===== src/pblc_pkg.sv =====
// Shared types and codes for the palette buffer load control block.
package pblc_pkg;

  localparam int unsigned PIX_W   = 32;
  localparam int unsigned BASE_W  = 14;
  localparam int unsigned CNT_W   = 9;
  localparam int unsigned LOADS_W = 16;

  localparam logic [1:0] OP_SETUP = 2'd0;
  localparam logic [1:0] OP_VALUE = 2'd1;
  localparam logic [1:0] OP_READ  = 2'd2;

  localparam logic [2:0] LC_KEEP  = 3'd0;
  localparam logic [2:0] LC_SAVE0 = 3'd2;
  localparam logic [2:0] LC_SAVE1 = 3'd3;
  localparam logic [2:0] LC_CMP0  = 3'd4;
  localparam logic [2:0] LC_CMP1  = 3'd5;
  localparam logic [2:0] LC_ODD6  = 3'd6;

  localparam logic [1:0] PK_16  = 2'd1;
  localparam logic [1:0] PK_256 = 2'd2;

  localparam logic [CNT_W-1:0] ENTRIES_16  = 9'd16;
  localparam logic [CNT_W-1:0] ENTRIES_256 = 9'd256;

  typedef struct packed {
    logic [1:0]        op;
    logic [2:0]        load_code;
    logic [BASE_W-1:0] base_ptr;
    logic [1:0]        palette_kind;
    logic              wide_entries;
    logic              linear_mode;
    logic [4:0]        group_offset;
    logic [PIX_W-1:0]  pixel_value;
    logic [7:0]        word_index;
  } item_t;

  typedef struct packed {
    logic               load_started;
    logic [CNT_W-1:0]   entry_count;
    logic               unlisted_code;
    logic               load_done;
    logic [LOADS_W-1:0] loads_completed;
  } res_t;

  typedef struct packed {
    logic we;
    logic full;
    logic hi_half;
  } wr_ctl_t;

endpackage


===== src/pblc_ctrl.sv =====
// Load control: saved bases, pending load tracking and buffer write generation.
module pblc_ctrl import pblc_pkg::*; #(
  parameter int unsigned BUFFER_WORDS = 256,
  localparam int unsigned AW = $clog2(BUFFER_WORDS)
) (
  input  logic          clk,
  input  logic          rst_n,
  input  logic          go,
  input  item_t         item,
  output res_t          res,
  output wr_ctl_t       wr_ctl,
  output logic [AW-1:0] wr_addr
);

  logic [BASE_W-1:0]  saved_base0_r, saved_base0_nxt;
  logic [BASE_W-1:0]  saved_base1_r, saved_base1_nxt;
  logic [CNT_W-1:0]   remaining_r, remaining_nxt;
  logic [AW:0]        next_entry_r, next_entry_nxt;
  logic               pending_wide_r, pending_wide_nxt;
  logic [LOADS_W-1:0] load_count_r, load_count_nxt;
  logic               want;
  logic [CNT_W-1:0]   count;

  always_comb begin
    saved_base0_nxt  = saved_base0_r;
    saved_base1_nxt  = saved_base1_r;
    remaining_nxt    = remaining_r;
    next_entry_nxt   = next_entry_r;
    pending_wide_nxt = pending_wide_r;
    load_count_nxt   = load_count_r;
    res              = '0;
    wr_ctl           = '0;
    want             = 1'b0;
    count            = '0;
    wr_addr          = pending_wide_r ? next_entry_r[AW-1:0] : next_entry_r[AW:1];

    unique case (item.op)
      OP_SETUP: begin
        // Codes 4 and 5 compare against the slot as it stood before this item.
        priority if (item.load_code == LC_KEEP) begin
          want = 1'b0;
        end else if (item.load_code == LC_CMP0) begin
          want = (item.base_ptr != saved_base0_r);
        end else if (item.load_code == LC_CMP1) begin
          want = (item.base_ptr != saved_base1_r);
        end else begin
          want = 1'b1;
        end
        if (item.load_code == LC_SAVE0 || item.load_code == LC_CMP0) begin
          saved_base0_nxt = item.base_ptr;
        end
        if (item.load_code == LC_SAVE1 || item.load_code == LC_CMP1) begin
          saved_base1_nxt = item.base_ptr;
        end
        if (item.palette_kind == PK_16) begin
          count = ENTRIES_16;
        end else if (item.palette_kind == PK_256) begin
          count = ENTRIES_256;
        end
        res.unlisted_code = (item.load_code >= LC_ODD6);
        remaining_nxt     = '0;
        if (want && count != '0) begin
          res.load_started = 1'b1;
          res.entry_count  = count;
          remaining_nxt    = count;
          pending_wide_nxt = item.wide_entries;
          next_entry_nxt   = (item.palette_kind == PK_16) ? {item.group_offset, 4'b0000} : '0;
        end
      end
      OP_VALUE: begin
        if (remaining_r != '0) begin
          wr_ctl.we      = 1'b1;
          wr_ctl.full    = pending_wide_r;
          wr_ctl.hi_half = next_entry_r[0];
          next_entry_nxt = next_entry_r + 1'b1;
          remaining_nxt  = remaining_r - 1'b1;
          if (remaining_r == CNT_W'(1)) begin
            res.load_done  = 1'b1;
            load_count_nxt = load_count_r + 1'b1;
          end
        end
      end
      default: begin
      end
    endcase
    res.loads_completed = load_count_nxt;
    wr_ctl.we = wr_ctl.we & go;
  end

  always_ff @(posedge clk) begin
    if (!rst_n) begin
      saved_base0_r  <= '0;
      saved_base1_r  <= '0;
      remaining_r    <= '0;
      next_entry_r   <= '0;
      pending_wide_r <= 1'b0;
      load_count_r   <= '0;
    end else if (go) begin
      saved_base0_r  <= saved_base0_nxt;
      saved_base1_r  <= saved_base1_nxt;
      remaining_r    <= remaining_nxt;
      next_entry_r   <= next_entry_nxt;
      pending_wide_r <= pending_wide_nxt;
      load_count_r   <= load_count_nxt;
    end
  end

endmodule

===== config.mk =====
export PLATFORM = sky130hd
export DESIGN_NAME = pblc_ctrl
export DESIGN_NICKNAME = d
export VERILOG_FILES = /design/src/pblc_pkg.sv /design/src/pblc_ctrl.sv
export SDC_FILE = /design/constraint.sdc
export NUM_CORES = 1
export LEC_CHECK = 0
export ABC_AREA = 0
export BUFFER_PORTS_ARGS = -buffer_cell sky130_fd_sc_hd__buf_2
export CELL_PAD_IN_SITES_DETAIL_PLACEMENT = 2
export CELL_PAD_IN_SITES_GLOBAL_PLACEMENT = 2
export CORE_ASPECT_RATIO = 1.2
export CORE_MARGIN = 5
export CORE_UTILIZATION = 28
export CTS_BUF_LIST = sky130_fd_sc_hd__clkbuf_2
export CTS_CLUSTER_DIAMETER = 80
export DETAILED_ROUTE_END_ITERATION = 8
export GPL_TIMING_DRIVEN = 0
export PLACE_DENSITY = 0.8
export SYNTH_ARGS = -nofsm -noshare
export SYNTH_HDL_FRONTEND = slang
export SYNTH_SLANG_ARGS = --single-unit

===== constraint.sdc =====
create_clock -name clk -period 2.2 [get_ports clk]
set_input_delay 0.11 -clock clk [delete_from_list [all_inputs] [get_ports clk]]
set_output_delay 0.11 -clock clk [all_outputs]
set_load 0.005 [all_outputs]

==> results of run 1 <==
[final cells by class]
class                      count  area (um^2)  share of cell area [%]
multi-input combinational    334         2730                    50.2
antenna                        1         2.50                  0.0460
inverter                      12         50.0                   0.920
tap                          164          205                    3.77
clock buffer                  10         50.0                   0.920
timing repair buffer         117          878                    16.2
sequential                    63         1280                    23.6
clock inverter                 5         73.8                    1.36
buffer                        27          164                    3.01
[layout by cell type, fill, tap and decap left out, types with 4 or more instances in the layout]
| cell type | instances |
|---|---|
| xnor2_2 | 15 |
| dfxtp_1 | 48 |
| conb_1 | 7 |
| buf_4 | 28 |
| clkbuf_2 | 11 |
| nand4_1 | 10 |
| a21oi_1 | 6 |
| mux2_2 | 6 |
| inv_1 | 8 |
| nand2_1 | 22 |
| buf_2 | 55 |
| xnor2_1 | 17 |
| o21ai_0 | 8 |
| clkbuf_1 | 13 |
| nor3_2 | 5 |
| ha_1 | 4 |
| mux2i_1 | 32 |
| dlygate4sd3_1 | 21 |
| nand3_2 | 6 |
| and3_1 | 5 |
| nor2_1 | 58 |
| nand2_4 | 4 |
| buf_6 | 21 |
| dfxtp_2 | 13 |
| nor4_1 | 6 |
| nand3_1 | 12 |
| xor2_1 | 29 |
[logic make-up after synthesis]
group,after synthesis
buffers and inverters,41
other,1
XOR/XNOR,63
AO/OA/AOI/OAI,48
AND/OR/NAND/NOR,171
flip-flops,63
multiplexers,39
adder cells (fa/ha/maj),6
[worst max-delay path by stage]
stage,start,to,slack [ps]
global route,remaining_r[1],res[6],-840
detailed placement,remaining_r[1],next_entry_r[7],-450
finish,remaining_r[1],res[6],-730
CTS,remaining_r[1],res[15],-810
floorplan,remaining_r[0],load_count_r[15],-40
global placement,remaining_r[0],res[14],-360
[report_power, final]
group	switching (W)	internal, W	leakage, nW
combinational	0.000335	0.000288	1.73
sequential	0.0000388	0.00117	0.517
clock	0.000467	0.000368	0.0792
total	0.000841	0.00183	2.32
[routing by layer]
metal	up-vias	part of all wire [%]	track usage, %
li1	1760	-	-
met1	1881	41	20.8
met2	90	53	33.8
met3	25	3.1	2.86
met4	0	2.8	7.06
met5	-	0	0
[metrics by stage]
| stage | power [W] | cells | hold slack, ps | setup TNS, ps |
|---|---|---|---|---|
| 6_report | 0.00267 | 733 | 67.7 | -16480 |
| 5_1_grt | 0.00277 | 733 | 77.0 | -20460 |
| 4_1_cts | 0.00254 | 719 | 51.9 | -16960 |
| 3_5_place_dp | 0.00160 | 661 | 378 | -12600 |
| 3_3_place_gp | 0.00158 | 661 | 376 | -9250 |
| 2_1_floorplan | 0.00146 | 438 | 252 | -52.9 |
[registers in the layout (all words and copies together) (netlist names)]
name and cells:
load_count_r 16, saved_base0_r 14, saved_base1_r 14, next_entry_r 9, remaining_r 9, pending_wide_r 1
[worst max-delay path, stage by stage (launching register included)]
cell and delay [ps]:
dfxtp_4 420, inv_4 50, ha_4 150, or4b_4 500
nor4_4 200, buf_4 190, and3_4 240, buf_6 140
nand2_2 70, xnor2_2 160, buf_2 150
[what timing repair did]
action / in CTS / in global routing
gates resized for setup: 69 / 81
buffers inserted: 23 / 18
pin swaps: 23 / 30
hold endpoints to repair: 36 / 0
hold buffers: 21 / 0
setup endpoints to repair: 54 / 65
==> impl_metrics.py, run 1 <==
metrics = {
    "outcome": {
        "status": "finished, violations left",
        "violations": "negative setup slack",
    },
    "clocking": {
        "cts_root_buf": "clkbuf_2",
        "clk_pin_slew_ps": 210,
        "insertion_delay_ps": 560,
        "cts_tree": "done",
        "cts.sinks": 63,
        "cts_inserted_buffers": 9,
        "cts_buffer_depth": 2,
        "htree_levels": 3,
    },
    "hold_path": {
        "hp-start": "item[63]",
        "min_to": "saved_base0_r[8]",
        "hold_class": "input pin to flop",
        "hold_depth": 4,
    },
    "synthesis": {
        "synthFlopType": "dfxtp_1",
        "synth_top_family_by_area": "simple AND/OR/NAND/NOR gates",
        "ys_seq_area_share_pct": 34.5,
        "synth_compound_area_share_pct": 8.49,
        "synth.avg_cell_area_um2": 8.46,
        "netlist_top_cells_area": "dfxtp_1 35%, mux2i_1 8.8%, xnor2_1 7.7%",
        "synthSimpleGateAreaFrac_pct": 23.7,
        "async_flop_share_pct": 0,
        "synth_xor_area_share_pct": 15.1,
        "muxShareOfSynthArea_pct": 10.9,
        "synth_cells": 432,
        "synth_cell_types": 50,
        "synthAdderAreaFrac_pct": 2.05,
        "synth_commonest_cells": "63 x dfxtp_1, 63 x nor2_1, 32 x mux2i_1, 32 x xnor2_1, 31 x xor2_1",
        "synth_top_area_share_pct": 34.5,
        "synth_top_area_cell": "dfxtp_1",
        "yosys_warnings": 0,
        "synth_edf_count": 0,
        "synth_area_um2": 3650,
        "synth-seq-cells": 63,
    },
    "sta": {
        "fmax_mhz": 341,
        "worst_pin_slew_ps": 803,
        "rsz0062_at_grt": "yes",
        "hold_viol": 0,
        "final.period_utilization_pct": 133,
        "setup_viol": 50,
        "fin_skew_ps": 36.7,
        "fin_ws_ps": -734,
        "min_period_ps": 2930,
        "drv_slew": 0,
        "max_slew_margin_pct": 46.5,
    },
    "critical_path": {
        "cp-end-kind": "output port",
        "arrival_ps": 2820,
        "rr_startpoint": "remaining_r[1]",
        "r2r_slack_ps": -580,
        "crit_required_ps": 2090,
        "r2r_end": "load_count_r[15]",
        "crit_fanout": 5,
        "start_kind": "flop",
        "worst-setup-path-type": "flop to output port",
        "ff2ff_path_depth": 11,
    },
    "floorplan": {
        "die_w_um": 114,
        "ioPinCount": 110,
        "coreArea_um2": 12700,
        "die_h_um": 135,
        "die_area_um2": 15400,
        "rows": 45,
        "initial_core_util_pct": 28.7,
    },
    "cells_and_area": {
        "area_growth_pct": 48.8,
        "drive_gt1_share_pct": 40.0,
        "fillers": 1406,
        "final_util_pct": 42.7,
        "nNetsFinal": 641,
        "final_area_um2": 5440,
    },
    "power_and_ir_drop": {
        "leakage_nw": 2.32,
        "p_per_area_nw_per_um2": 491,
        "ir_drop_uv": 340,
    },
    "drt": {
        "via_per_inst": 5.12,
        "drtAntennaViolNets": 0,
        "wl_per_cell_um": 21.3,
        "drt_first_pass_iters": 4,
        "wirelength_mm": 15.6,
        "vias": 3756,
        "route.detailed.drc": 0,
        "drt_iter0_drc": 110,
    },
    "global_routing": {
        "gr-total-overflow": 0,
        "grt_max_degree": 11,
        "grt_pass1_vias": 4081,
        "grt_pass1_wl_mm": 22.1,
        "antenna_found_initial": 1,
        "grt.total_usage_pct": 18.3,
    },
    "place": {
        "gp_congestion": 0.778,
        "hpwl_mm": 9.05,
        "numPortBuffers": 59,
        "place_area_um2": 4190,
        "post-place-ws_ps": -448,
    },
    "flow_run": {
        "maxCapViolations": 0,
    },
}
Power figures use the tool's default switching activity.
==> run 2: changes to the inputs <==
- BUFFER_PORTS_ARGS: -buffer_cell sky130_fd_sc_hd__buf_2 -> -buffer_cell sky130_fd_sc_hd__buf_4
- CORE_MARGIN: 5 -> 3
==> impl_metrics.py, run 2 (synthesized netlist as in run 1, its figures left out) <==
metrics = {
    "outcome": {
        "status": "finished, violations left",
        "violations": "negative setup slack",
    },
    "clocking": {
        "cts_tree": "done",
        "cts.sinks": 63,
        "cts_root_buf": "clkbuf_2",
        "clk_pin_slew_ps": 190,
        "insertion_delay_ps": 540,
        "cts_buffer_depth": 2,
        "htree_levels": 3,
        "cts_inserted_buffers": 9,
    },
    "hold_path": {
        "hp-start": "item[48]",
        "hold_class": "input pin to flop",
        "min_to": "remaining_r[8]",
        "hold_depth": 3,
    },
    "cells_and_area": {
        "regMostFlops": "load_count_r",
        "final_util_pct": 42.9,
        "final_area_um2": 5460,
        "diodes": 0,
        "fillers": 1407,
        "final_common_cell": "buf_4",
        "reg_top3": "load_count_r (16), saved_base0_r (14), saved_base1_r (14)",
        "mostFrequentLayoutCells": "87 x buf_4, 60 x nor2_1, 48 x dfxtp_1, 32 x mux2i_1, 29 x xor2_1",
        "drive_gt1_share_pct": 38.3,
        "area_growth_pct": 49.5,
        "nNetsFinal": 635,
        "largest_register_ff_count": 16,
    },
    "drt": {
        "via_per_inst": 5.15,
        "drtAntennaViolNets": 0,
        "wl_per_cell_um": 21.3,
        "drt_iter0_drc": 127,
        "wirelength_mm": 15.4,
        "route.detailed.drc": 0,
        "drt_first_pass_iters": 4,
        "vias": 3736,
    },
    "sta": {
        "worst_pin_slew_ps": 715,
        "fin_ws_ps": -763,
        "drv_slew": 0,
        "max_slew_margin_pct": 52.4,
        "final.period_utilization_pct": 135,
        "fmax_mhz": 337,
        "rsz0062_at_grt": "yes",
        "min_period_ps": 2960,
        "fin_skew_ps": 11.8,
        "setup_viol": 40,
        "hold_viol": 0,
    },
    "critical_path": {
        "crit_fanout": 8,
        "ff2ff_path_depth": 9,
        "rr_startpoint": "remaining_r[4]",
        "cp-end-kind": "output port",
        "crit_required_ps": 2090,
        "r2r_slack_ps": -540,
        "r2r_end": "load_count_r[13]",
        "worst-setup-path-type": "flop to output port",
        "start_kind": "flop",
        "arrival_ps": 2850,
    },
    "power_and_ir_drop": {
        "switching_power_w": 0.000837,
        "p_per_area_nw_per_um2": 486,
        "combPwrFrac_pct": 22.8,
        "pwr-share-seq_pct": 45.6,
        "swShare_pct": 31.5,
        "p_int_w": 0.00182,
        "total_power_w": 0.00265,
        "ir_drop_uv": 233,
        "p_clk_share_pct": 31.6,
        "leakage_nw": 2.32,
    },
    "place": {
        "gp_congestion": 0.784,
        "numPortBuffers": 59,
        "hpwl_mm": 8.84,
        "place_area_um2": 4340,
    },
    "global_routing": {
        "grt.total_usage_pct": 19.5,
        "grt_max_degree": 11,
        "antenna_found_initial": 0,
        "gr-total-overflow": 0,
        "grt_pass1_wl_mm": 22.1,
        "grt_pass1_vias": 4186,
    },
    "floorplan": {
        "ioPinCount": 110,
        "coreArea_um2": 12700,
        "die_area_um2": 14500,
        "initial_core_util_pct": 28.7,
        "rows": 45,
        "die_h_um": 131,
        "die_w_um": 110,
    },
    "flow_run": {
        "maxCapViolations": 0,
    },
}
==> run 2: power groups by stage <==
stage	registers (W)	logic [W]	clock network [W]
after floorplan	0.00122	0.000241	0
after global placement	0.00122	0.000373	0
after detailed placement	0.00123	0.000385	0
after CTS	0.00120	0.000504	0.000828
after global routing	0.00122	0.000647	0.000901
final	0.00121	0.000604	0.000839
==> run 2: layout make-up <==
| type | instances | area (um^2) | area share [%] |
|---|---|---|---|
| clock inverters | 6 | 76.3 | 1.40 |
| repair buffers | 112 | 953 | 17.5 |
| plain buffers | 26 | 143 | 2.61 |
| clock buffers | 9 | 45.0 | 0.825 |
| well taps | 164 | 205 | 3.76 |
| flip-flops and latches | 63 | 1280 | 23.5 |
| inverters | 12 | 50.0 | 0.916 |
| multi-input cells | 334 | 2710 | 49.6 |
==> run 2: worst max path at each step <==
stage	startpoint	slack, ps	end
finish	remaining_r[4]	-760	res[7]
global route	remaining_r[1]	-920	res[7]
CTS	remaining_r[1]	-790	res[10]
detailed placement	remaining_r[1]	-430	next_entry_r[7]
global placement	remaining_r[0]	-370	res[14]
floorplan	remaining_r[0]	-40	load_count_r[15]
==> run 2: critical path, cell delays in order (launching register included) <==
cell and delay, ps:
dfxtp_2 400, or4_4 600, nor4_4 350, and4_1 250, buf_6 120, buf_8 140
nand3_2 90, xnor2_1 220, buf_4 150
==> run 2: metal layers <==
layer  GRT usage, %  wire (um)
met1           22.0       6000
met2           35.5       8490
met3           3.34        451
met4           7.60        499
met5              0          0
==> run 2: repair_timing <==
action / in CTS / in global routing
hold buffers: 19 / 0
pin swaps: 24 / 28
buffers inserted: 22 / 13
setup endpoints to repair: 55 / 64
resized for setup: 63 / 61
endpoints found under the hold margin: 33 / 0
==> run 2: stage by stage <==
step | setup TNS [ps] | std cells | setup WS, ps | hold slack [ps]
CTS | -15980 | 716 | -793 | 6.69
floorplan | -52.9 | 438 | -37.7 | 252
global route | -19610 | 726 | -918 | 50.2
detailed placement | -12430 | 661 | -428 | 385
finish | -14250 | 726 | -763 | 58.7
global placement | -9320 | 661 | -371 | 373
==> run 3: changes to the inputs <==
- REMOVE_ABC_BUFFERS: not set -> 1
==> impl_metrics.py, run 3 (synthesized netlist as in run 1, its figures left out) <==
metrics = {
    "sta": {
        "hold_ws_ps": 99.3,
        "fmax_mhz": 334,
        "max_slew_margin_pct": 27.8,
        "fin_tns_setup_ps": -19020,
        "min_period_ps": 2990,
        "fin_ws_ps": -792,
        "fin_skew_ps": 51.3,
        "setup_viol": 48,
        "final.period_utilization_pct": 136,
        "rsz0062_at_grt": "yes",
        "worst_pin_slew_ps": 1080,
        "drv_slew": 0,
        "hold_viol": 0,
    },
    "clocking": {
        "cts_buffer_depth": 2,
        "insertion_delay_ps": 560,
        "cts_inserted_buffers": 9,
        "cts.sinks": 63,
        "cts_root_buf": "clkbuf_2",
        "clk_pin_slew_ps": 240,
        "htree_levels": 3,
        "cts_tree": "done",
    },
    "outcome": {
        "violations": "negative setup slack",
        "status": "finished, violations left",
    },
    "floorplan": {
        "die_area_um2": 14500,
        "die_w_um": 110,
        "initial_core_util_pct": 28.7,
        "ioPinCount": 110,
        "rows": 45,
        "die_h_um": 131,
        "coreArea_um2": 12700,
    },
    "critical_path": {
        "worst_path_largest_cell_delay_ps": 480,
        "path_cells": "buf_6 -> ha_4 -> or4b_4 -> nor4_4 -> buf_4 -> and4_4 -> buf_12 -> nand3_4 -> xnor2_2 -> buf_4",
        "arrival_ps": 2880,
        "crit_fanout": 5,
        "crit_required_ps": 2090,
        "start_kind": "flop",
        "worst-setup-path-type": "flop to output port",
        "cp_common_cell": "buf_4",
        "critPathSlowestCell": "or4b_4",
        "critPathTopFamily": "simple AND/OR/NAND/NOR gates",
        "cp.buffers_inverters": 4,
        "cp-end-kind": "output port",
    },
    "cells_and_area": {
        "nNetsFinal": 624,
        "fin_cells": 715,
        "final_area_um2": 5610,
        "regMostFlops": "load_count_r",
        "drive_gt1_share_pct": 43.6,
        "final_common_cell": "buf_4",
        "largest_register_ff_count": 16,
        "mostFrequentLayoutCells": "76 x buf_4, 59 x nor2_1, 45 x dfxtp_1, 32 x mux2i_1, 28 x xor2_1",
        "diodes": 0,
        "area_growth_pct": 53.5,
        "reg_top3": "load_count_r (16), saved_base0_r (14), saved_base1_r (14)",
    },
    "global_routing": {
        "grt_pass1_wl_mm": 22.1,
        "gr-total-overflow": 0,
        "grt_pass1_vias": 3989,
        "grt_max_degree": 55,
        "antenna_found_initial": 0,
        "grt.total_usage_pct": 19.6,
    },
    "flow_run": {
        "maxCapViolations": 0,
    },
    "drt": {
        "drt_first_pass_iters": 4,
        "via_per_inst": 5.19,
        "route.detailed.drc": 0,
        "drt_iter0_drc": 150,
        "drtAntennaViolNets": 0,
        "wl_per_cell_um": 22.6,
        "wirelength_mm": 16.2,
        "vias": 3708,
    },
    "power_and_ir_drop": {
        "ir_drop_uv": 255,
        "p_per_area_nw_per_um2": 440,
        "leakage_nw": 2.37,
    },
    "place": {
        "placed_cells": 635,
        "hpwl_mm": 7.94,
        "numPortBuffers": 61,
        "gp_congestion": 0.817,
        "place_area_um2": 4220,
    },
    "hold_path": {
        "hold_class": "input pin to flop",
    },
}
-- run 3: timing repair --
action,4_1_cts,5_1_grt
hold buffers,23,0
pin swaps,28,27
endpoints found under the setup margin,54,51
hold endpoints to repair,47,0
resized for setup,91,77
buffers inserted,28,22
-- run 3: area by class of cell --
type,instances,area (um^2)
well taps,164,205
clock inverters,5,26.3
repair buffers,127,1140
flip-flops and latches,63,1290
multi-input cells,334,2850
fillers,1365,7120
clock buffers,10,50.0
inverters,12,50.0
-- run 3: through the flow --
stage | setup WS, ps | utilization (%) | power [W]
global placement | -1230 | 33.0 | 0.00157
finish | -792 | 44.1 | 0.00247
detailed placement | -1040 | 33.2 | 0.00159
global route | -846 | 44.1 | 0.00257
CTS | -787 | 40.4 | 0.00233
floorplan | -450 | - | 0.00143
-- run 3: layer usage --
metal / share of wire (%) / global-route usage (%)
met2: 55 / 34.5
met3: 3.0 / 3.00
met5: 0 / 0
met4: 4.3 / 7.87
met1: 38 / 23.3
-- run 3: path summary, 6_finish.rpt --
path | end | slack (ps) | startpoint | depth (start not counted)
worst max-delay path | res[7] | -790 | remaining_r[0] | 10
worst min-delay path | saved_base0_r[8] | 100 | item[63] | 4
worst max register to register | load_count_r[15] | -540 | remaining_r[0] | 10
worst min register to register | saved_base1_r[8] | 550 | saved_base1_r[8] | 2
-- run 3: worst reg2reg max path, delay by kind of cell, from the launching register on --
kind          cells  cell delay, ps
fa+ha+maj         1             120
buf+inv           3             450
flops             1             430
simple gates      5            1450
xor+xnor          1             160
-- run 3: power by group --
part,internal (W),total [W],leakage [nW],switching (W)
Clock,0.000137,0.000619,0.0550,0.000482
Sequential,0.00117,0.00121,0.518,0.0000413
Combinational,0.000299,0.000634,1.79,0.000335
